File: src/hw/rtl/tilt_servo_angle_calibrated_macros.svh
// Assertion macros for the tilt servo angle block.
// Included by the RTL modules that carry assertions; no other dependencies.
`ifndef TILT_SERVO_ANGLE_CALIBRATED_MACROS_SVH
`define TILT_SERVO_ANGLE_CALIBRATED_MACROS_SVH
`ifndef SYNTHESIS
// Checked on clk_i, off while rst_ni is low.
`define TSAC_ASSERT(lbl, prop) \
  lbl: assert property (@(posedge clk_i) disable iff (!rst_ni) prop) \
    else $error("tsac assertion failed");
// Checked on clk_i at every edge, reset included.
`define TSAC_ASSERT_ALWAYS(lbl, prop) \
  lbl: assert property (@(posedge clk_i) prop) \
    else $error("tsac assertion failed");
`else
`define TSAC_ASSERT(lbl, prop)
`define TSAC_ASSERT_ALWAYS(lbl, prop)
`endif
`endif

File: src/hw/rtl/tsac_pkg.sv
// Shared constants, types and the arctangent table for the tilt servo block.
// No dependencies.
package tsac_pkg;

  localparam int CAL_SAMPLES  = 100;
  localparam int ATAN_STAGES  = 16;
  localparam int TABLE_LEN    = 24;
  localparam int QUARTER_TURN = 11520;   // 90 deg in 1/128 deg

  localparam int SUM_W   = 23;
  localparam int CNT_W   = 7;
  localparam int MAG_W   = SUM_W;
  localparam int CORD_W  = 26;           // x/y datapath, covers CORDIC gain
  localparam int ANG_W   = 25;           // angle accumulator, 2^-16 deg
  localparam int ANG_FRAC = 9;           // 2^-16 -> 2^-7 deg
  localparam int RND_W   = ANG_W - ANG_FRAC;
  localparam int OFF_W   = 15;
  localparam int OUT_W   = 17;
  localparam int IDX_W   = 5;
  localparam int IN_TDATA_W  = 48;
  localparam int OUT_TDATA_W = 40;

  // Truncating divide by CAL_SAMPLES as multiply by a rounded-up reciprocal.
  // Exact while mag * (RECIP*CAL_SAMPLES - 2^RECIP_SH) < 2^RECIP_SH.
  localparam int RECIP_SH = 29;
  localparam int RECIP_W  = RECIP_SH + 1;
  localparam logic [RECIP_W-1:0] RECIP =
    RECIP_W'(((2 ** RECIP_SH) + CAL_SAMPLES - 1) / CAL_SAMPLES);
  localparam int PROD_W = MAG_W + RECIP_W;

  localparam logic CMD_CAL  = 1'b0;
  localparam logic CMD_MEAS = 1'b1;

  typedef struct packed {
    logic signed [CORD_W-1:0] x;
    logic signed [CORD_W-1:0] y;
    logic signed [ANG_W-1:0]  ang;
  } lane_t;

  // Special-case override for one angle
  typedef struct packed {
    logic zero;   // numerator zero -> 0
    logic full;   // denominator zero -> +-90 deg
    logic neg;    // numerator sign for the full case
  } frc_t;

  typedef struct packed {
    logic vld;
    logic calfin;
    frc_t roll;
    frc_t pitch;
  } meta_t;

  // atan(2^-i) in 2^-16 degree
  function automatic logic signed [ANG_W-1:0] atan_tab(input logic [IDX_W-1:0] idx);
    logic signed [ANG_W-1:0] v;
    case (idx)
      5'd0:    v = ANG_W'(2949120);
      5'd1:    v = ANG_W'(1740967);
      5'd2:    v = ANG_W'(919879);
      5'd3:    v = ANG_W'(466945);
      5'd4:    v = ANG_W'(234379);
      5'd5:    v = ANG_W'(117304);
      5'd6:    v = ANG_W'(58666);
      5'd7:    v = ANG_W'(29335);
      5'd8:    v = ANG_W'(14668);
      5'd9:    v = ANG_W'(7334);
      5'd10:   v = ANG_W'(3667);
      5'd11:   v = ANG_W'(1833);
      5'd12:   v = ANG_W'(917);
      5'd13:   v = ANG_W'(458);
      5'd14:   v = ANG_W'(229);
      5'd15:   v = ANG_W'(115);
      5'd16:   v = ANG_W'(57);
      5'd17:   v = ANG_W'(29);
      5'd18:   v = ANG_W'(14);
      5'd19:   v = ANG_W'(7);
      5'd20:   v = ANG_W'(4);
      5'd21:   v = ANG_W'(2);
      5'd22:   v = ANG_W'(1);
      default: v = '0;
    endcase
    return v;
  endfunction

endpackage

File: src/hw/rtl/tsac_cordic_cell.sv
// One CORDIC vectoring iteration on one lane, registered.
// Depends on tsac_pkg (lane_t, atan_tab).
module tsac_cordic_cell (
  input  logic                         clk_i,
  input  logic                         en_i,
  input  logic [tsac_pkg::IDX_W-1:0]   idx_i,   // tied to the cell's position
  input  tsac_pkg::lane_t              lane_i,
  output tsac_pkg::lane_t              lane_o
);

  tsac_pkg::lane_t lane_d, lane_q;
  logic signed [tsac_pkg::CORD_W-1:0] sx, sy;
  logic signed [tsac_pkg::ANG_W-1:0]  tab;

  assign sx  = lane_i.x >>> idx_i;
  assign sy  = lane_i.y >>> idx_i;
  assign tab = tsac_pkg::atan_tab(idx_i);

  always_comb begin
    if (!lane_i.y[tsac_pkg::CORD_W-1]) begin
      lane_d.x   = lane_i.x + sy;
      lane_d.y   = lane_i.y - sx;
      lane_d.ang = lane_i.ang + tab;
    end else begin
      lane_d.x   = lane_i.x - sy;
      lane_d.y   = lane_i.y + sx;
      lane_d.ang = lane_i.ang - tab;
    end
  end

  always_ff @(posedge clk_i) begin
    if (en_i) begin
      lane_q <= lane_d;
    end
  end

  assign lane_o = lane_q;

endmodule

File: config.mk
export PLATFORM = sky130hd
export DESIGN_NAME = tsac_cordic_cell
export DESIGN_NICKNAME = d
export VERILOG_FILES = /design/src/hw/rtl/tilt_servo_angle_calibrated_macros.svh /design/src/hw/rtl/tsac_pkg.sv /design/src/hw/rtl/tsac_cordic_cell.sv
export SDC_FILE = /design/constraint.sdc
export NUM_CORES = 1
export LEC_CHECK = 0
export BUFFER_PORTS_ARGS = -buffer_cell sky130_fd_sc_hd__clkbuf_2
export CAP_MARGIN = 10
export CORE_ASPECT_RATIO = 1.2
export CORE_MARGIN = 2
export CORE_UTILIZATION = 50
export DETAILED_ROUTE_END_ITERATION = 16
export PLACE_DENSITY_LB_ADDON = 0.25
export SLEW_MARGIN = 20
export SYNTH_ARGS = -nofsm -noshare
export SYNTH_HDL_FRONTEND = slang
export SYNTH_SLANG_ARGS = --single-unit
File: constraint.sdc
create_clock -name clk_i -period 6.05 [get_ports clk_i]
set_input_delay 0.9075 -clock clk_i [delete_from_list [all_inputs] [get_ports clk_i]]
set_output_delay 0.9075 -clock clk_i [all_outputs]
set_load 0.02 [all_outputs]
# After elaboration in Yosys (flattened, before gate mapping)
# Memory sizes are Yosys's and may differ from the RTL's.
# Cells that the tools add are included.
# W data, S select, Z words.
op_classes:
  n_eq_ne: 0
  n_bitwise: 0
  reduce_logical: 0
  n_mul: 0
  add_sub_neg: 6
  n_div: 0
  shift: 2
  order_cmp: 0
  n_mux: 1
op_table:
  columns: ["op", "n"]
  rows:
  - ["$mux W77", 1]
  - ["$add A26 B26 Y26", 2]
  - ["$sshr A26 B5 Y26", 2]
  - ["$sub A26 B26 Y26", 2]
  - ["$add A25 B25 Y25", 1]
  - ["$sub A25 B25 Y25", 1]
word_totals:
  romBits: 704
  inputBits: 84
  word_cells: 13
  n_memories: 1
  mem_bits_rw: 0
  latch_bits: 0
  out_inout_bits: 77
  register_bits: 77
memory_table:
  columns: ["name", "depth", "word_bits", "read_ports", "rd_ports_with_merged_regs", "wr", "line", "rtl"]
  rows:
  - ["(name not given)", 32, 22, 1, 0, 0, "tsac_pkg.sv:57", "case (idx)"]

# Logic depth before layout (Yosys ltp)
# Gate-level depths: netlist of the first run.
logic_depth:
  word_depth: 3
  ltp_mapped: 26
  ltp_nobuf: 22

# Worst setup path after synthesis of the first run
# No wires, ideal clock.
synth_path:
  path_type: "input port to flip-flop"
  from: "input idx_i[1] in the netlist's numbering"
  to: "register lane_q (netlist bit lane_o[76]) (data pin)"
  setup_time_ps: 268
  arrival_time_ps: 5880
  path_buffers: 2
  t_required_ps: 5782
  stages: 22
  setup_slack_ps: -98
  path_cell_list: "buf_6 buf_6 mux4_2 mux2i_1 o22ai_1 a311oi_2 ha_1 inv_1 a211o_1 nor4_2 and2_1 nor2b_1 xnor2_1 o22ai_1 ha_1 a21o_1 a2111o_1 o221ai_1 o21ai_0 o221ai_1 a21oi_1 xnor3_1"
synth_lines:
  columns: ["item", "line", "rtl"]
  rows:
  - ["from (decl)", "tsac_cordic_cell.sv:6", "input logic [tsac_pkg::IDX_W-1:0] idx_i,"]
  - ["to (signal assigned)", "tsac_cordic_cell.sv:33", "lane_q <= lane_d;"]
  - ["to (decl)", "tsac_cordic_cell.sv:11", "tsac_pkg::lane_t lane_d, lane_q;"]

==> results of run 1 <==
## area by class of cell
class / count / area share
inverters: 44 / 0.01140
well taps: 274 / 0.02367
multi-input cells: 1051 / 0.5775
clock inverters: 6 / 0.003196
flip-flops and latches: 77 / 0.1596
repair buffers: 447 / 0.2086
clock buffers: 10 / 0.01581
diodes: 1 / 0.0001728
## power breakdown
group          switching [mW]  internal [mW]
logic                    1.06          0.868
registers              0.0364          0.784
clock network           0.256          0.282
total                    1.35           1.93
## timing repair
| item | CTS | global route |
|---|---|---|
| gates resized for setup | 0 | 10 |
| endpoints found under the hold margin | 0 | 0 |
| endpoints found under the setup margin | 0 | 11 |
| hold buffers | 0 | 0 |
| buffers inserted | 0 | 1 |
## metal layers
layer | vias to the layer above | wire length, µm | part of all wire
met5 | - | 10 | 0.00024
met4 | 2 | 2868 | 0.069
met3 | 139 | 2791 | 0.067
met2 | 577 | 19810 | 0.48
met1 | 5630 | 16190 | 0.39
li1 | 5558 | - | -
## cells in the final DEF (no fill, tap or decap), drive strengths merged, types with 6 or more instances in the layout
master and instances:
nor4 6, o21bai 9, nand3 26, o21a 15, o221ai 9, nor3 33, nor2 113, a21boi 6
a21oi 99, a31oi 22, clkbuf 167, inv 44, o31a 8, o211ai 8, mux2i 48, a211oi 20
and2 14, nand2 59, mux4 49, edfxtp 77, ha 86, mux2 18, nand2b 20, nor2b 26
buf 290, o21ai 61, o22ai 16, or2 13, xnor2 74, and3 17, xor2 37, or3 9
a21o 24
## synthesized netlist by cell type (24+ instances only)
| cell type | number | area share |
|---|---|---|
| edfxtp_1 | 77 | 0.21 |
| clkbuf_1 | 36 | 0.012 |
| ha_1 | 86 | 0.096 |
| nor3_1 | 31 | 0.014 |
| nand3_1 | 25 | 0.011 |
| a21o_1 | 24 | 0.016 |
| inv_1 | 38 | 0.013 |
| xor2_1 | 37 | 0.029 |
| nand2_1 | 59 | 0.020 |
| o21ai_0 | 56 | 0.025 |
| nor2_1 | 113 | 0.038 |
| nor2b_1 | 26 | 0.015 |
| mux2i_1 | 48 | 0.043 |
| xnor2_1 | 74 | 0.058 |
| mux4_2 | 47 | 0.095 |
| a21oi_1 | 99 | 0.044 |
## kinds of logic after synthesis
kind of cell	after synthesis	synth area share
fa+ha+maj	89	0.1016
xor+xnor	113	0.09095
compound gates	375	0.2262
simple gates	359	0.1659
buf+inv	116	0.04822
flops	77	0.2067
mux	115	0.1604
## path summary, 6_finish.rpt
| kind | endpoint | slack [ps] | depth (start not counted) |
|---|---|---|---|
| max | lane_o[76]$_DFFE_PP_ | 250 | 24 |
| min | lane_o[25]$_DFFE_PP_ | 920 | 2 |
## metrics by stage
stage               utilization  power (mW)
finish                   0.6629       3.286
global route             0.6629       3.470
CTS                      0.6611       3.273
detailed placement       0.6485       2.723
global placement         0.6485       2.690
floorplan                     -       2.005
==> results.json, run 1 <==
{
  "status": "completed",
  "cts_buffer_depth": 2,
  "peakVddDrop_mv": 0.1493,
  "grt_util_met2": 0.5846,
  "synth-edff-count": 77,
  "overflow": 0,
  "grt_max_degree": 78,
  "dp.cells": 1892,
  "ioPinCount": 161,
  "maxCapViolations": 0,
  "crit_buf_inv": 3,
  "nNetsFinal": 1803,
  "pre_cts_slack_ps": -297.9,
  "hold_viol": 0,
  "maxSlewHeadroom": 0.3183,
  "async_flop_share": 0,
  "worstHoldStart": "lane_i[25]",
  "dieArea_mm2": 0.02359,
  "drive_gt1_frac": 0.3437,
  "whs_ps": 920.1,
  "syn-num-nets": 1417,
  "grt_pass1_vias": 11558,
  "dieHeight_um": 167.8,
  "start_util": 0.5119,
  "fin_ws_ps": 245.9,
  "grt.busiest_layer": "met2",
  "vias": 11906,
  "rows": 59,
  "power.density_mw_per_mm2": 226.9,
  "syn_area_per_cell_um2": 8.991,
  "leakage_nw": 6.446,
  "rsz0062_at_grt": "yes",
  "synthFlopType": "edfxtp_1",
  "cts_made_buffers": 9,
  "grt_use_met1": 0.4188,
  "critical-path-top-delay-family": "compound AO/OA/AOI/OAI gates",
  "drv_slew": 0,
  "post-route-min-period_ps": 5804,
  "synth-seq-cells": 77,
  "portBuffers": 160,
  "end_kind": "flip-flop",
  "largest_register_ffs": 77,
  "yosysWarnings": 0,
  "period_share": 0.9594,
  "crit_path_frequent_cell": "a21oi_1",
  "setup_viol": 0,
  "grt_util_all_layers": 0.3463,
  "hold_path.class": "input pin to flip-flop",
  "cp.required_ps": 6160,
  "post-route-drc-count": 0,
  "fillers": 1820,
  "slowest_delay_ps": 540,
  "cp-start-kind": "input pin",
  "gp_congestion": 1.077,
  "place_area_mm2": 0.01417,
  "root_buffer": "clkbuf_16",
  "multi_input_area_mm2": 0.008366,
  "syn_area_mm2": 0.01118,
  "fmax_mhz": 172.3,
  "grt_use_met3": 0.04920,
  "ys_seq_area_frac": 0.2067,
  "ant_nets": 0,
  "seq_area_mm2": 0.002312,
  "tightest_slew_ps": 1023,
  "die_w_um": 140.5,
  "fin_cells": 1910,
  "synth_cells": 1244,
  "crit_path_start": "idx_i[1]",
  "ys_types": 92,
  "crit_chain": "buf_6 > mux4_2 > a222oi_1 > a21oi_1 > nor2_1 > ha_1 > inv_1 > a211o_1 > nor4_4 > buf_4 > nand3_2 > nor2_1 > a21oi_1 > o32ai_1 > ha_1 > a21oi_1 > nor2b_1 > o21ai_0 > o211ai_1 > o221ai_1 > o21ai_2 > o221ai_1 > a21oi_1 > xnor3_1",
  "path_class": "input pin to flip-flop",
  "clk_pin_slew_ps": 70,
  "hpwl_um": 33690,
  "cts_tree": "done",
  "cts_max_level": 3,
  "first_iter_violations": 1070,
  "wl_per_cell_um": 21.82,
  "dr.pass1.iters": 5,
  "core-area_mm2": 0.02185,
  "cp_slowest_cell": "mux4_2",
  "area_growth_pct": 29.51,
  "cp_max_fo": 12,
  "worstPathArrival_ps": 5920,
  "clock-sinks": 77,
  "setup_tns_ps": 0,
  "grt_antenna_before_repair": 2,
  "wl_um": 41670,
  "vias_per_cell": 6.234,
  "finalInstanceArea_mm2": 0.01449,
  "grt_pass1_wl_um": 63580
}
Note: power is estimated with default switching activity, not from simulation.
==> inputs of run 2 (changes only) <==
ABC_AREA = 1   (was default)
==> results.json, run 2 <==
{
  "critical-path-top-delay-family": "simple AND/OR/NAND/NOR gates",
  "synthTopCellsByCount": "591 x nand2_1, 228 x nand3_1, 138 x inv_1",
  "end_kind": "flip-flop",
  "syn-num-nets": 1969,
  "crit_buf_inv": 4,
  "postCtsHoldBufs": 0,
  "period_share": 0.8283,
  "post-route-min-period_ps": 5012,
  "maxCapViolations": 0,
  "grt_max_degree": 78,
  "antennaDiodeCount": 0,
  "worstPathArrival_ps": 5120,
  "rows": 60,
  "wl_per_cell_um": 16.95,
  "rsz0062_at_grt": "no",
  "synth-edff-count": 77,
  "slowest_delay_ps": 470,
  "portBuffers": 160,
  "tightest_slew_ps": 1024,
  "gp_congestion": 0.9818,
  "final_common_cell": "nand2_1",
  "cts_repair_resize_count": 0,
  "final_util": 0.5617,
  "cts_max_level": 3,
  "fin_ws_ps": 1039,
  "first_iter_violations": 989,
  "overflow": 0,
  "yosys-top-cells-area": "edfxtp_1 20%, nand2_1 19%, nand3_1 10%, ha_1 9.4%, xor2_1 5.1%",
  "crit_path_frequent_cell": "nand3_1",
  "maxSlewHeadroom": 0.3174,
  "vias": 12455,
  "ant_nets": 0,
  "post_cts_buffers": 0,
  "dieHeight_um": 169.7,
  "hold_viol": 0,
  "pre_cts_slack_ps": 746.1,
  "dieArea_mm2": 0.02412,
  "grt_antenna_before_repair": 0,
  "final_cell_mix": "591 x nand2_1, 228 x nand3_1, 159 x clkbuf_2",
  "synth_top_area_share": 0.2020,
  "cts_tree": "done",
  "yosys.area.top_type": "edfxtp_1",
  "cts_made_buffers": 9,
  "clk_pin_slew_ps": 70,
  "root_buffer": "clkbuf_16",
  "power.density_mw_per_mm2": 239.4,
  "status": "completed",
  "path_class": "input pin to flip-flop",
  "cp_max_fo": 47,
  "total_power_mw": 3.018,
  "crit_path_start": "idx_i[1]",
  "grt_pass1_vias": 11578,
  "dr.pass1.iters": 5,
  "core-area_mm2": 0.02245,
  "synthFlopType": "edfxtp_1",
  "hold_path.class": "input pin to flip-flop",
  "synth_cells": 1796,
  "drive_gt1_frac": 0.1501,
  "setup_tns_ps": 0,
  "ioPinCount": 161,
  "post-route-drc-count": 0,
  "syn_area_per_cell_um2": 6.373,
  "yosysMostFrequentCell": "nand2_1",
  "fmax_mhz": 199.5,
  "yosysWarnings": 0,
  "ys_seq_area_frac": 0.2020,
  "cp-start-kind": "input pin",
  "nNetsFinal": 2100,
  "die_w_um": 142.1,
  "cts_buffer_depth": 2,
  "area_growth_pct": 10.15,
  "whs_ps": 956.6,
  "start_util": 0.5099,
  "largest_register_ffs": 77,
  "worstHoldStart": "lane_i[26]",
  "grt_util_all_layers": 0.3090,
  "grt_pass1_wl_um": 58740,
  "ys_types": 53,
  "synth-seq-cells": 77,
  "hpwl_um": 30160,
  "cp.required_ps": 6160,
  "wl_um": 37490,
  "peakVddDrop_mv": 0.1650,
  "setup_viol": 0,
  "cp_slowest_cell": "buf_4",
  "async_flop_share": 0,
  "leakage_nw": 6.404,
  "vias_per_cell": 5.633,
  "syn_area_mm2": 0.01145,
  "clock-sinks": 77,
  "drv_slew": 0
}
==> run 2: cell count changes in the layout (fill, tap and decap cells not counted), sizes merged, moves of 26 or more <==
cell,before,now
buf,290,25
inv,44,153
mux2i,48,1
mux4,49,0
nand2,59,620
nand3,26,232
nor2,113,164
nor2b,26,0
o21ai,61,88
xnor2,74,42
xor2,37,66
==> run 2: kinds of logic (layout without fill, tap and decap cells) <==
kind of cell,count (synthesis),count (layout),share of synthesized area
compound gates,242,242,0.1194
xor+xnor,108,108,0.08264
fa+ha+maj,89,89,0.09926
buf+inv,215,351,0.09106
flops,77,77,0.2020
mux,1,1,0.0008745
simple gates,1064,1064,0.4048
==> run 2: area by class of cell <==
class / instances / area (µm²)
clock buffer: 9 / 225.2
clock inverter: 7 / 57.56
fill: 2301 / 9838
inverter: 151 / 576.8
multi-input combinational: 1504 / 8092
sequential: 77 / 2312
tap: 279 / 349.1
timing repair buffer: 184 / 996.0
==> run 2: through the flow <==
step | std cells | instance area, µm²
finish | 2211 | 12610
detailed placement | 2195 | 12330
global placement | 2195 | 12330
floorplan | 1796 | 11450
global route | 2211 | 12610
CTS | 2211 | 12610
==> run 2: worst paths after layout <==
path	to	slack (ps)	cells after the start
worst min-delay path	lane_o[26]$_DFFE_PP_	960	2
worst max-delay path	lane_o[75]$_DFFE_PP_	1040	26
==> run 2: where the power goes <==
| group | internal, mW | total [mW] | switching, mW |
|---|---|---|---|
| clock | 0.285 | 0.555 | 0.270 |
| combinational | 0.559 | 1.64 | 1.08 |
| sequential | 0.789 | 0.824 | 0.0346 |
| total | 1.63 | 3.02 | 1.39 |
==> run 2: routing by layer <==
layer | vias up | GRT usage | routed length (µm)
li1 | 6230 | - | -
met1 | 5649 | 0.3856 | 15680
met2 | 479 | 0.5346 | 17960
met3 | 97 | 0.03668 | 2194
met4 | 0 | 0.1357 | 1645
met5 | - | 0 | 0
