### src/hw/rtl/tilt_servo_angle_calibrated_macros.svh
// Assertion macros for the tilt servo angle block.
// Included by the RTL modules that carry assertions; no other dependencies.
`ifndef TILT_SERVO_ANGLE_CALIBRATED_MACROS_SVH
`define TILT_SERVO_ANGLE_CALIBRATED_MACROS_SVH
`ifndef SYNTHESIS
// Checked on clk_i, off while rst_ni is low.
`define TSAC_ASSERT(lbl, prop) \
  lbl: assert property (@(posedge clk_i) disable iff (!rst_ni) prop) \
    else $error("tsac assertion failed");
// Checked on clk_i at every edge, reset included.
`define TSAC_ASSERT_ALWAYS(lbl, prop) \
  lbl: assert property (@(posedge clk_i) prop) \
    else $error("tsac assertion failed");
`else
`define TSAC_ASSERT(lbl, prop)
`define TSAC_ASSERT_ALWAYS(lbl, prop)
`endif
`endif

### src/hw/rtl/tsac_pkg.sv
// Shared constants, types and the arctangent table for the tilt servo block.
// No dependencies.
package tsac_pkg;

  localparam int CAL_SAMPLES  = 100;
  localparam int ATAN_STAGES  = 16;
  localparam int TABLE_LEN    = 24;
  localparam int QUARTER_TURN = 11520;   // 90 deg in 1/128 deg

  localparam int SUM_W   = 23;
  localparam int CNT_W   = 7;
  localparam int MAG_W   = SUM_W;
  localparam int CORD_W  = 26;           // x/y datapath, covers CORDIC gain
  localparam int ANG_W   = 25;           // angle accumulator, 2^-16 deg
  localparam int ANG_FRAC = 9;           // 2^-16 -> 2^-7 deg
  localparam int RND_W   = ANG_W - ANG_FRAC;
  localparam int OFF_W   = 15;
  localparam int OUT_W   = 17;
  localparam int IDX_W   = 5;
  localparam int IN_TDATA_W  = 48;
  localparam int OUT_TDATA_W = 40;

  // Truncating divide by CAL_SAMPLES as multiply by a rounded-up reciprocal.
  // Exact while mag * (RECIP*CAL_SAMPLES - 2^RECIP_SH) < 2^RECIP_SH.
  localparam int RECIP_SH = 29;
  localparam int RECIP_W  = RECIP_SH + 1;
  localparam logic [RECIP_W-1:0] RECIP =
    RECIP_W'(((2 ** RECIP_SH) + CAL_SAMPLES - 1) / CAL_SAMPLES);
  localparam int PROD_W = MAG_W + RECIP_W;

  localparam logic CMD_CAL  = 1'b0;
  localparam logic CMD_MEAS = 1'b1;

  typedef struct packed {
    logic signed [CORD_W-1:0] x;
    logic signed [CORD_W-1:0] y;
    logic signed [ANG_W-1:0]  ang;
  } lane_t;

  // Special-case override for one angle
  typedef struct packed {
    logic zero;   // numerator zero -> 0
    logic full;   // denominator zero -> +-90 deg
    logic neg;    // numerator sign for the full case
  } frc_t;

  typedef struct packed {
    logic vld;
    logic calfin;
    frc_t roll;
    frc_t pitch;
  } meta_t;

  // atan(2^-i) in 2^-16 degree
  function automatic logic signed [ANG_W-1:0] atan_tab(input logic [IDX_W-1:0] idx);
    logic signed [ANG_W-1:0] v;
    case (idx)
      5'd0:    v = ANG_W'(2949120);
      5'd1:    v = ANG_W'(1740967);
      5'd2:    v = ANG_W'(919879);
      5'd3:    v = ANG_W'(466945);
      5'd4:    v = ANG_W'(234379);
      5'd5:    v = ANG_W'(117304);
      5'd6:    v = ANG_W'(58666);
      5'd7:    v = ANG_W'(29335);
      5'd8:    v = ANG_W'(14668);
      5'd9:    v = ANG_W'(7334);
      5'd10:   v = ANG_W'(3667);
      5'd11:   v = ANG_W'(1833);
      5'd12:   v = ANG_W'(917);
      5'd13:   v = ANG_W'(458);
      5'd14:   v = ANG_W'(229);
      5'd15:   v = ANG_W'(115);
      5'd16:   v = ANG_W'(57);
      5'd17:   v = ANG_W'(29);
      5'd18:   v = ANG_W'(14);
      5'd19:   v = ANG_W'(7);
      5'd20:   v = ANG_W'(4);
      5'd21:   v = ANG_W'(2);
      5'd22:   v = ANG_W'(1);
      default: v = '0;
    endcase
    return v;
  endfunction

endpackage

### src/hw/rtl/tsac_front.sv
// Calibration accumulator, divide-by-count and CORDIC operand prep.
// Depends on tsac_pkg and tilt_servo_angle_calibrated_macros.svh.
`include "tilt_servo_angle_calibrated_macros.svh"
module tsac_front (
  input  logic                               clk_i,
  input  logic                               rst_ni,
  input  logic                               adv_i,     // whole pipe moves
  input  logic                               in_vld_i,  // beat accepted when adv_i
  input  logic                               in_cmd_i,
  input  logic [tsac_pkg::IN_TDATA_W-1:0]    in_data_i,
  output tsac_pkg::lane_t                    roll_o,
  output tsac_pkg::lane_t                    pitch_o,
  output tsac_pkg::meta_t                    meta_o
);

  localparam int SW = tsac_pkg::SUM_W;
  localparam int MW = tsac_pkg::MAG_W;
  localparam int CW = tsac_pkg::CORD_W;
  localparam int AX = 0;
  localparam int AY = 1;
  localparam int AZ = 2;

  logic signed [15:0] acc_x, acc_y, acc_z;
  logic               accept, is_cal, cal_fin;
  logic [tsac_pkg::CNT_W-1:0] cnt_d, cnt_q, cnt_inc;
  logic signed [SW-1:0] sum_x_d, sum_x_q, sum_y_d, sum_y_q, sum_z_d, sum_z_q;
  logic signed [SW-1:0] nsx, nsy, nsz;

  // stage 1: raw values, or the running sums for calibration
  logic              s1_vld_q, s1_cal_q;
  logic signed [SW-1:0] s1_v_q [3];
  // stage 2: sign and magnitude
  logic              s2_vld_q, s2_cal_q;
  logic              s2_sgn_q [3];
  logic [MW-1:0]     s2_mag_q [3];
  // stage 3: quotient magnitude, or the plain magnitude for measurements
  logic              s3_vld_q, s3_cal_q;
  logic              s3_sgn_q [3];
  logic [MW-1:0]     s3_q_q   [3];
  logic [tsac_pkg::PROD_W-1:0] prod [3];
  // stage 4: operands
  tsac_pkg::lane_t   roll_q, pitch_q;
  tsac_pkg::meta_t   meta_q;
  logic              dz, nzx, nzy;

  assign acc_x = in_data_i[15:0];
  assign acc_y = in_data_i[31:16];
  assign acc_z = in_data_i[47:32];

  assign accept  = in_vld_i && adv_i;
  assign is_cal  = (in_cmd_i == tsac_pkg::CMD_CAL);
  assign cnt_inc = cnt_q + tsac_pkg::CNT_W'(1);
  assign cal_fin = accept && is_cal
                   && (cnt_inc == tsac_pkg::CNT_W'(tsac_pkg::CAL_SAMPLES));

  assign nsx = sum_x_q - SW'(acc_x);
  assign nsy = sum_y_q - SW'(acc_y);
  assign nsz = sum_z_q - SW'(acc_z);

  always_comb begin
    sum_x_d = sum_x_q;
    sum_y_d = sum_y_q;
    sum_z_d = sum_z_q;
    cnt_d   = cnt_q;
    if (cal_fin) begin
      sum_x_d = '0;
      sum_y_d = '0;
      sum_z_d = '0;
      cnt_d   = '0;
    end else if (accept && is_cal) begin
      sum_x_d = nsx;
      sum_y_d = nsy;
      sum_z_d = nsz;
      cnt_d   = cnt_inc;
    end
  end

  always_ff @(posedge clk_i or negedge rst_ni) begin
    if (!rst_ni) begin
      sum_x_q <= '0;
      sum_y_q <= '0;
      sum_z_q <= '0;
      cnt_q   <= '0;
    end else begin
      sum_x_q <= sum_x_d;
      sum_y_q <= sum_y_d;
      sum_z_q <= sum_z_d;
      cnt_q   <= cnt_d;
    end
  end

  // valid bits of stages 1..3
  always_ff @(posedge clk_i or negedge rst_ni) begin
    if (!rst_ni) begin
      s1_vld_q <= 1'b0;
      s2_vld_q <= 1'b0;
      s3_vld_q <= 1'b0;
    end else if (adv_i) begin
      s1_vld_q <= accept && (!is_cal || cal_fin);
      s2_vld_q <= s1_vld_q;
      s3_vld_q <= s2_vld_q;
    end
  end

  for (genvar a = 0; a < 3; a++) begin : g_axis
    assign prod[a] = tsac_pkg::PROD_W'(s2_mag_q[a]) * tsac_pkg::PROD_W'(tsac_pkg::RECIP);
  end

  always_ff @(posedge clk_i) begin
    if (adv_i) begin
      s1_cal_q   <= is_cal;
      s1_v_q[AX] <= is_cal ? nsx : SW'(acc_x);
      s1_v_q[AY] <= is_cal ? nsy : SW'(acc_y);
      s1_v_q[AZ] <= is_cal ? nsz : SW'(acc_z);
      s2_cal_q   <= s1_cal_q;
      s3_cal_q   <= s2_cal_q;
      for (int a = 0; a < 3; a++) begin
        s2_sgn_q[a] <= s1_v_q[a][SW-1];
        s2_mag_q[a] <= s1_v_q[a][SW-1] ? MW'(-s1_v_q[a]) : MW'(s1_v_q[a]);
        s3_sgn_q[a] <= s2_sgn_q[a];
        s3_q_q[a]   <= s2_cal_q ? MW'(prod[a] >> tsac_pkg::RECIP_SH) : s2_mag_q[a];
      end
    end
  end

  assign dz  = (s3_q_q[AZ] == '0);
  assign nzx = (s3_q_q[AX] == '0);
  assign nzy = (s3_q_q[AY] == '0);

  always_ff @(posedge clk_i or negedge rst_ni) begin
    if (!rst_ni) begin
      meta_q <= '0;
    end else if (adv_i) begin
      meta_q.vld        <= s3_vld_q;
      meta_q.calfin     <= s3_cal_q;
      meta_q.roll.zero  <= nzy;
      meta_q.roll.full  <= dz && !nzy;
      meta_q.roll.neg   <= s3_sgn_q[AY];
      meta_q.pitch.zero <= nzx;
      meta_q.pitch.full <= dz && !nzx;
      meta_q.pitch.neg  <= s3_sgn_q[AX];
    end
  end

  // x = |den|, y = num * sign(den)
  always_ff @(posedge clk_i) begin
    if (adv_i) begin
      roll_q.x    <= CW'(s3_q_q[AZ]);
      roll_q.y    <= (s3_sgn_q[AY] ^ s3_sgn_q[AZ]) ? -CW'(s3_q_q[AY]) : CW'(s3_q_q[AY]);
      roll_q.ang  <= '0;
      pitch_q.x   <= CW'(s3_q_q[AZ]);
      pitch_q.y   <= (s3_sgn_q[AX] ^ s3_sgn_q[AZ]) ? -CW'(s3_q_q[AX]) : CW'(s3_q_q[AX]);
      pitch_q.ang <= '0;
    end
  end

  assign roll_o  = roll_q;
  assign pitch_o = pitch_q;
  assign meta_o  = meta_q;

  `TSAC_ASSERT_ALWAYS(a_cnt_range, cnt_q < tsac_pkg::CNT_W'(tsac_pkg::CAL_SAMPLES))
  `TSAC_ASSERT(a_cal_restart, cal_fin |=> (cnt_q == '0) && (sum_x_q == '0) && (sum_z_q == '0))

endmodule

### config.mk
export PLATFORM = sky130hd
export DESIGN_NAME = tsac_front
export DESIGN_NICKNAME = d
export VERILOG_FILES = /design/src/hw/rtl/tsac_pkg.sv /design/src/hw/rtl/tsac_front.sv
export VERILOG_INCLUDE_DIRS = /design/src /design/src/hw/rtl
export SDC_FILE = /design/constraint.sdc
export NUM_CORES = 2
export LEC_CHECK = 0
export BUFFER_PORTS_ARGS = -buffer_cell sky130_fd_sc_hd__buf_2
export CAP_MARGIN = 20
export CORE_MARGIN = 5
export CORE_UTILIZATION = 30
export CTS_CLUSTER_SIZE = 28
export DETAILED_ROUTE_END_ITERATION = 8
export GPL_TIMING_DRIVEN = 0
export PLACE_DENSITY_LB_ADDON = 0.12
export SKIP_CTS_REPAIR_TIMING = 1
export SYNTH_ARGS = -nofsm -noshare
export SYNTH_HDL_FRONTEND = slang
export SYNTH_SLANG_ARGS = --single-unit
### constraint.sdc
create_clock -name clk_i -period 7.4 [get_ports clk_i]
set_input_delay 1.11 -clock clk_i [delete_from_list [all_inputs] [get_ports clk_i]]
set_output_delay 1.11 -clock clk_i [all_outputs]
set_load 0.02 [all_outputs]
Word level (Yosys, flattened, before mapping)
Memory sizes are Yosys's and may differ from the RTL's.
Cells that the tools add are included.
Cells by class
  $add $sub $neg: 9
  $mul: 3
  eq/ne operators: 1
  multiplexer cells: 21
  bitwise gates (word level): 3
  reduce and logical (&&, ||, !) cells: 13
Operators with widths (number)
  $mux W23: 17
  $mul A23 B22 Y45 const B: 3
  $logic_not A23 Y1: 3
  $neg A23 Y23: 3
  $sub A23 B16 Y23: 3
  $neg A23 Y26: 2
  $mux W7: 2
  $add A7 B1 Y7 const B: 1
  $eq A7 B7 Y1 const B: 1
  $logic_and A1 B1 Y1: 6
  $logic_not A1 Y1: 2
  $mux W1: 2
  $reduce_bool A2 Y1: 1
  $xor A1 B1 Y1: 2
  $logic_or A1 B1 Y1: 1
  $not A1 Y1: 1
Word-level totals
  bits in registers: 165
  memory bits (writable): 213
  bits of input ports: 53
  output and inout port bits: 162
  memories: 5
Memories
  s1_v_q: depth 3, bits a word 23, read ports 3, clocked after Yosys merged registers in 0, wr ports 3, RTL line tsac_front.sv:31  | logic signed [SW-1:0] s1_v_q [3];
  s2_mag_q: depth 3, bits a word 23, read ports 3, clocked after Yosys merged registers in 0, wr ports 3, RTL line tsac_front.sv:35  | logic [MW-1:0] s2_mag_q [3];
  s3_q_q: depth 3, bits a word 23, read ports 3, clocked after Yosys merged registers in 0, wr ports 3, RTL line tsac_front.sv:39  | logic [MW-1:0] s3_q_q [3];
  s2_sgn_q: depth 3, bits a word 1, read ports 3, clocked after Yosys merged registers in 0, wr ports 3, RTL line tsac_front.sv:34  | logic s2_sgn_q [3];
  s3_sgn_q: depth 3, bits a word 1, read ports 3, clocked after Yosys merged registers in 0, wr ports 3, RTL line tsac_front.sv:38  | logic s3_sgn_q [3];

Longest topological paths before layout
  depth after elaboration: 5
  mapped depth: 24

Worst setup path before layout
OpenSTA, ideal clock, no wires.
  path kind: register to register
  from: memory s2_mag_q[0][35] (netlist name)
  to: memory s3_q_q[0][35] (netlist name) (data pin)
  library setup time: 260 ps
  data arrival time: 6173 ps
  required time: 7140 ps
  slack: 967 ps
  stages on the path, launching flop included: 23
  path buffers: 0
  clock period less this slack: 6433 ps
  cell sequence: edfxtp_1 ha_1 inv_1 fa_1 fa_1 fa_1 inv_1 fa_1 fa_1 inv_1 fa_1 inv_1 ha_1 a211oi_1 o21ai_0 a21oi_2 nor3b_1 a2111oi_4 o21a_2 o21ai_2 a21o_1 xor2_1 mux2_2
RTL lines (RTL line)
  start, declared: tsac_front.sv:35
  end, declared: tsac_front.sv:39

==> flow_summary_export.csv <==
group,metric,value,unit
placed_design,dpl.hpwl,112,mm
worst_setup_path,reg2reg_to,"s3_q_q[0][35]",
floorplanning,die-area,161000,um2
hold_path,hp-class,"reg2reg",
timing,tns,0,ns
worst_setup_path,crit_type,"reg2reg",
clocking,max-clock-path-buffers,3,
hold_path,hold_start,"s2_sgn_q[0][0]",
routing,detail_route.iter0.violations,1522,
layout,drive_gt1_share,11.4,%
floorplanning,pin_count,215,
timing,worstMarginPinSlew,1.10,ns
synth,syn_area_per_cell,10.6,um2
clocking,ctsHtreeMaxLevel,2,
timing,hold_violations,0,
timing,holdWs,0.419,ns
clocking,worstSkewPairLatency,0.64,ns
placed_design,port_buffers,158,
routing,avgViaCountPerCell,4.51,
worst_setup_path,start_kind,"flop",
routing,totalWireLength,133,mm
global_routing,track_usage,16.6,%
routing,postRouteAntennaNets,0,
global_routing,grt_pass1_wl,204,mm
layout,utilization,34.5,%
global_routing,grt_pass1_vias,32600,
clocking,cts_tree,"done",
synth,ys_warn_count,0,
layout,syn2layout_area_growth,14.4,%
clocking,ctsRootBufferMaster,"clkbuf_16",
run,drv_cap,0,
placed_design,dp.cells,6558,
synth,syn_area,45800,um2
worst_setup_path,crit_arrival,7.50,ns
timing,clock_skew,0.0485,ns
synth,synth-async-reset-ratio,23.0,%
routing,vias,30600,
synth,synth.distinct_cells,82,
worst_setup_path,endpoint_kind,"flop",
global_routing,grt_max_degree,115,
layout,fin_nets,6132,
placed_design,globalplace.congestion,0.834,
worst_setup_path,r2r_cells,24,
timing,fmax,141,MHz
worst_setup_path,required,7.79,ns
routing,dr.pass1.iters,5,
timing,post-route-period-util,96.1,%
floorplanning,die_w,401,um
synth,ys.flop_type,"edfxtp_1",
status,status,"complete, no violations",
worst_setup_path,rr_startpoint,"s2_mag_q[0][27]",
hold_path,hold_end,"s3_sgn_q[0][0]",
clocking,cts.clk_slew.worst_paths,0.06,ns
synth,synth_seq_cells,378,
timing,finalSetupViolCount,0,
layout,layout_commonest_cell,"inv_1",
floorplanning,die-height,401,um
worst_setup_path,worstPathMaxFanout,6,
timing,min_period,7.11,ns
synth,syn_inst,4304,
synth,synth-edff-count,291,
routing,wl_per_cell,19.6,um
timing,slew_headroom,26.2,%
layout,layout_common_cells,"inv_1, ha_1, fa_1, edfxtp_1, nand2_1",
hold_path,hold_depth,0,
layout,final-instance-count-excl-fill,6788,
synth,yosysSeqAreaShare,23.8,%
routing,drc,0,
floorplanning,coreArea,152000,um2
clocking,clock-sinks,378,
floorplanning,start_util,30.1,%
layout,multi_input_area,30700,um2
layout,fillers,15500,
layout,regArea,10900,um2
clocking,cts_buffers,48,
global_routing,grt_overflow_total,0,
global_routing,antenna_found_initial,26,
timing,slew_viol_final,0,
worst_setup_path,r2r_slack,0.29,ns
floorplanning,row_count,143,
[state kept, by name, indices dropped and copies added (netlist names), 7 cells and up]
name / count
pitch_o: 49
sum_x_q: 23
sum_y_q: 23
roll_o: 26
sum_z_q: 23
s3_q_q: 69
s1_v_q: 69
s2_mag_q: 69
meta_o: 8
cnt_q: 7
[critical path: stages (launching register included)]
cell and delay (ns):
edfxtp_1 0.53, inv_1 0.23, fa_1 0.57, inv_1 0.06, ha_1 0.18, inv_1 0.07
fa_1 0.45, fa_1 0.56, inv_1 0.06, fa_1 0.46, fa_1 0.50, inv_1 0.05
fa_1 0.50, inv_1 0.05, ha_1 0.33, a211oi_1 0.29, o21ai_0 0.20, a21oi_2 0.19
nor3b_1 0.09, a2111oi_4 0.51, o21a_2 0.25, o21ai_2 0.13, a21o_1 0.23, xor2_1 0.15
mux2_2 0.26
[routing by layer]
metal / wire length [um] / part of all wire [%] / global-route usage (%)
met1: 64800 / 49 / 23.9
met2: 60500 / 46 / 27.0
met3: 5510 / 4.1 / 2.46
met4: 1960 / 1.5 / 2.79
met5: 53 / 0.040 / 0
[worst max path at each step]
stage / start / endpoint / slack, ns / cells after the start
finish: s2_mag_q[0][27] / s3_q_q[0][35] / 0.29 / 24
global route: s2_mag_q[0][8] / s3_q_q[0][10] / -0.0009 / 22
CTS: s2_mag_q[0][9] / s3_q_q[0][15] / -0.59 / 22
detailed placement: s2_mag_q[0][9] / s3_q_q[0][15] / -0.55 / 22
global placement: adv_i / meta_o[4] / -1.65 / 6
floorplan: s2_mag_q[0][35] / s3_q_q[0][35] / 0.97 / 22
[logic make-up (layout without fill, tap and decap cells)]
group / after synthesis / after routing / synth area share (%)
fa+ha+maj: 1368 / 1368 / 46.7
xor+xnor: 222 / 222 / 4.25
mux: 35 / 35 / 0.831
buf+inv: 1116 / 1508 / 9.80
other cells: 1 / 63 / 0.00819
compound gates: 621 / 621 / 8.67
simple gates: 563 / 563 / 5.92
flops: 378 / 378 / 23.8
[stage by stage]
step                setup slack [ns]  area [um2]
floorplan                      0.967       46000
detailed placement            -0.551       49500
CTS                           -0.588       51200
finish                         0.288       52400
global placement               -1.65       49300
global route               -0.000851       52300
[area by class of cell]
type	instances	area share (%)
Inverter	985	7.06
Multi-Input combinational cell	2865	58.7
Sequential cell	378	20.8
Clock inverter	35	0.762
Buffer	131	1.51
Tap cell	2030	4.85
Timing Repair Buffer	302	3.91
Clock buffer	55	2.36
Antenna cell	7	0.0335
[synthesized netlist by cell type, drive strengths merged, types with 9 or more instances]
cell      n  area (um2)
mux2i    11         110
fa      567       11400
nor2b    26         163
nand2b   19         119
inv     985        3700
nor2    118         443
clkbuf   46         173
nand2   219         822
a31oi     9        56.3
a21oi   139         707
edfxtp  291        8740
a211oi   12        95.1
nand4    20         125
xnor2   143        1250
o21a     14         106
o21bai   22         165
or3       9        66.3
o21ai   224        1120
mux2     24         270
o31ai    45         353
a21o     68         510
ha      801       10000
nand3    41         215
nor3     35         203
or4      18         150
xor2     79         692
dfrtp    87        2180
o41ai    22         223
buf      85         616
nor4     22         150
Power is left out: the tool's default activity adds up to more than one toggle a clock period on the data nets, which glitch-free logic cannot reach.
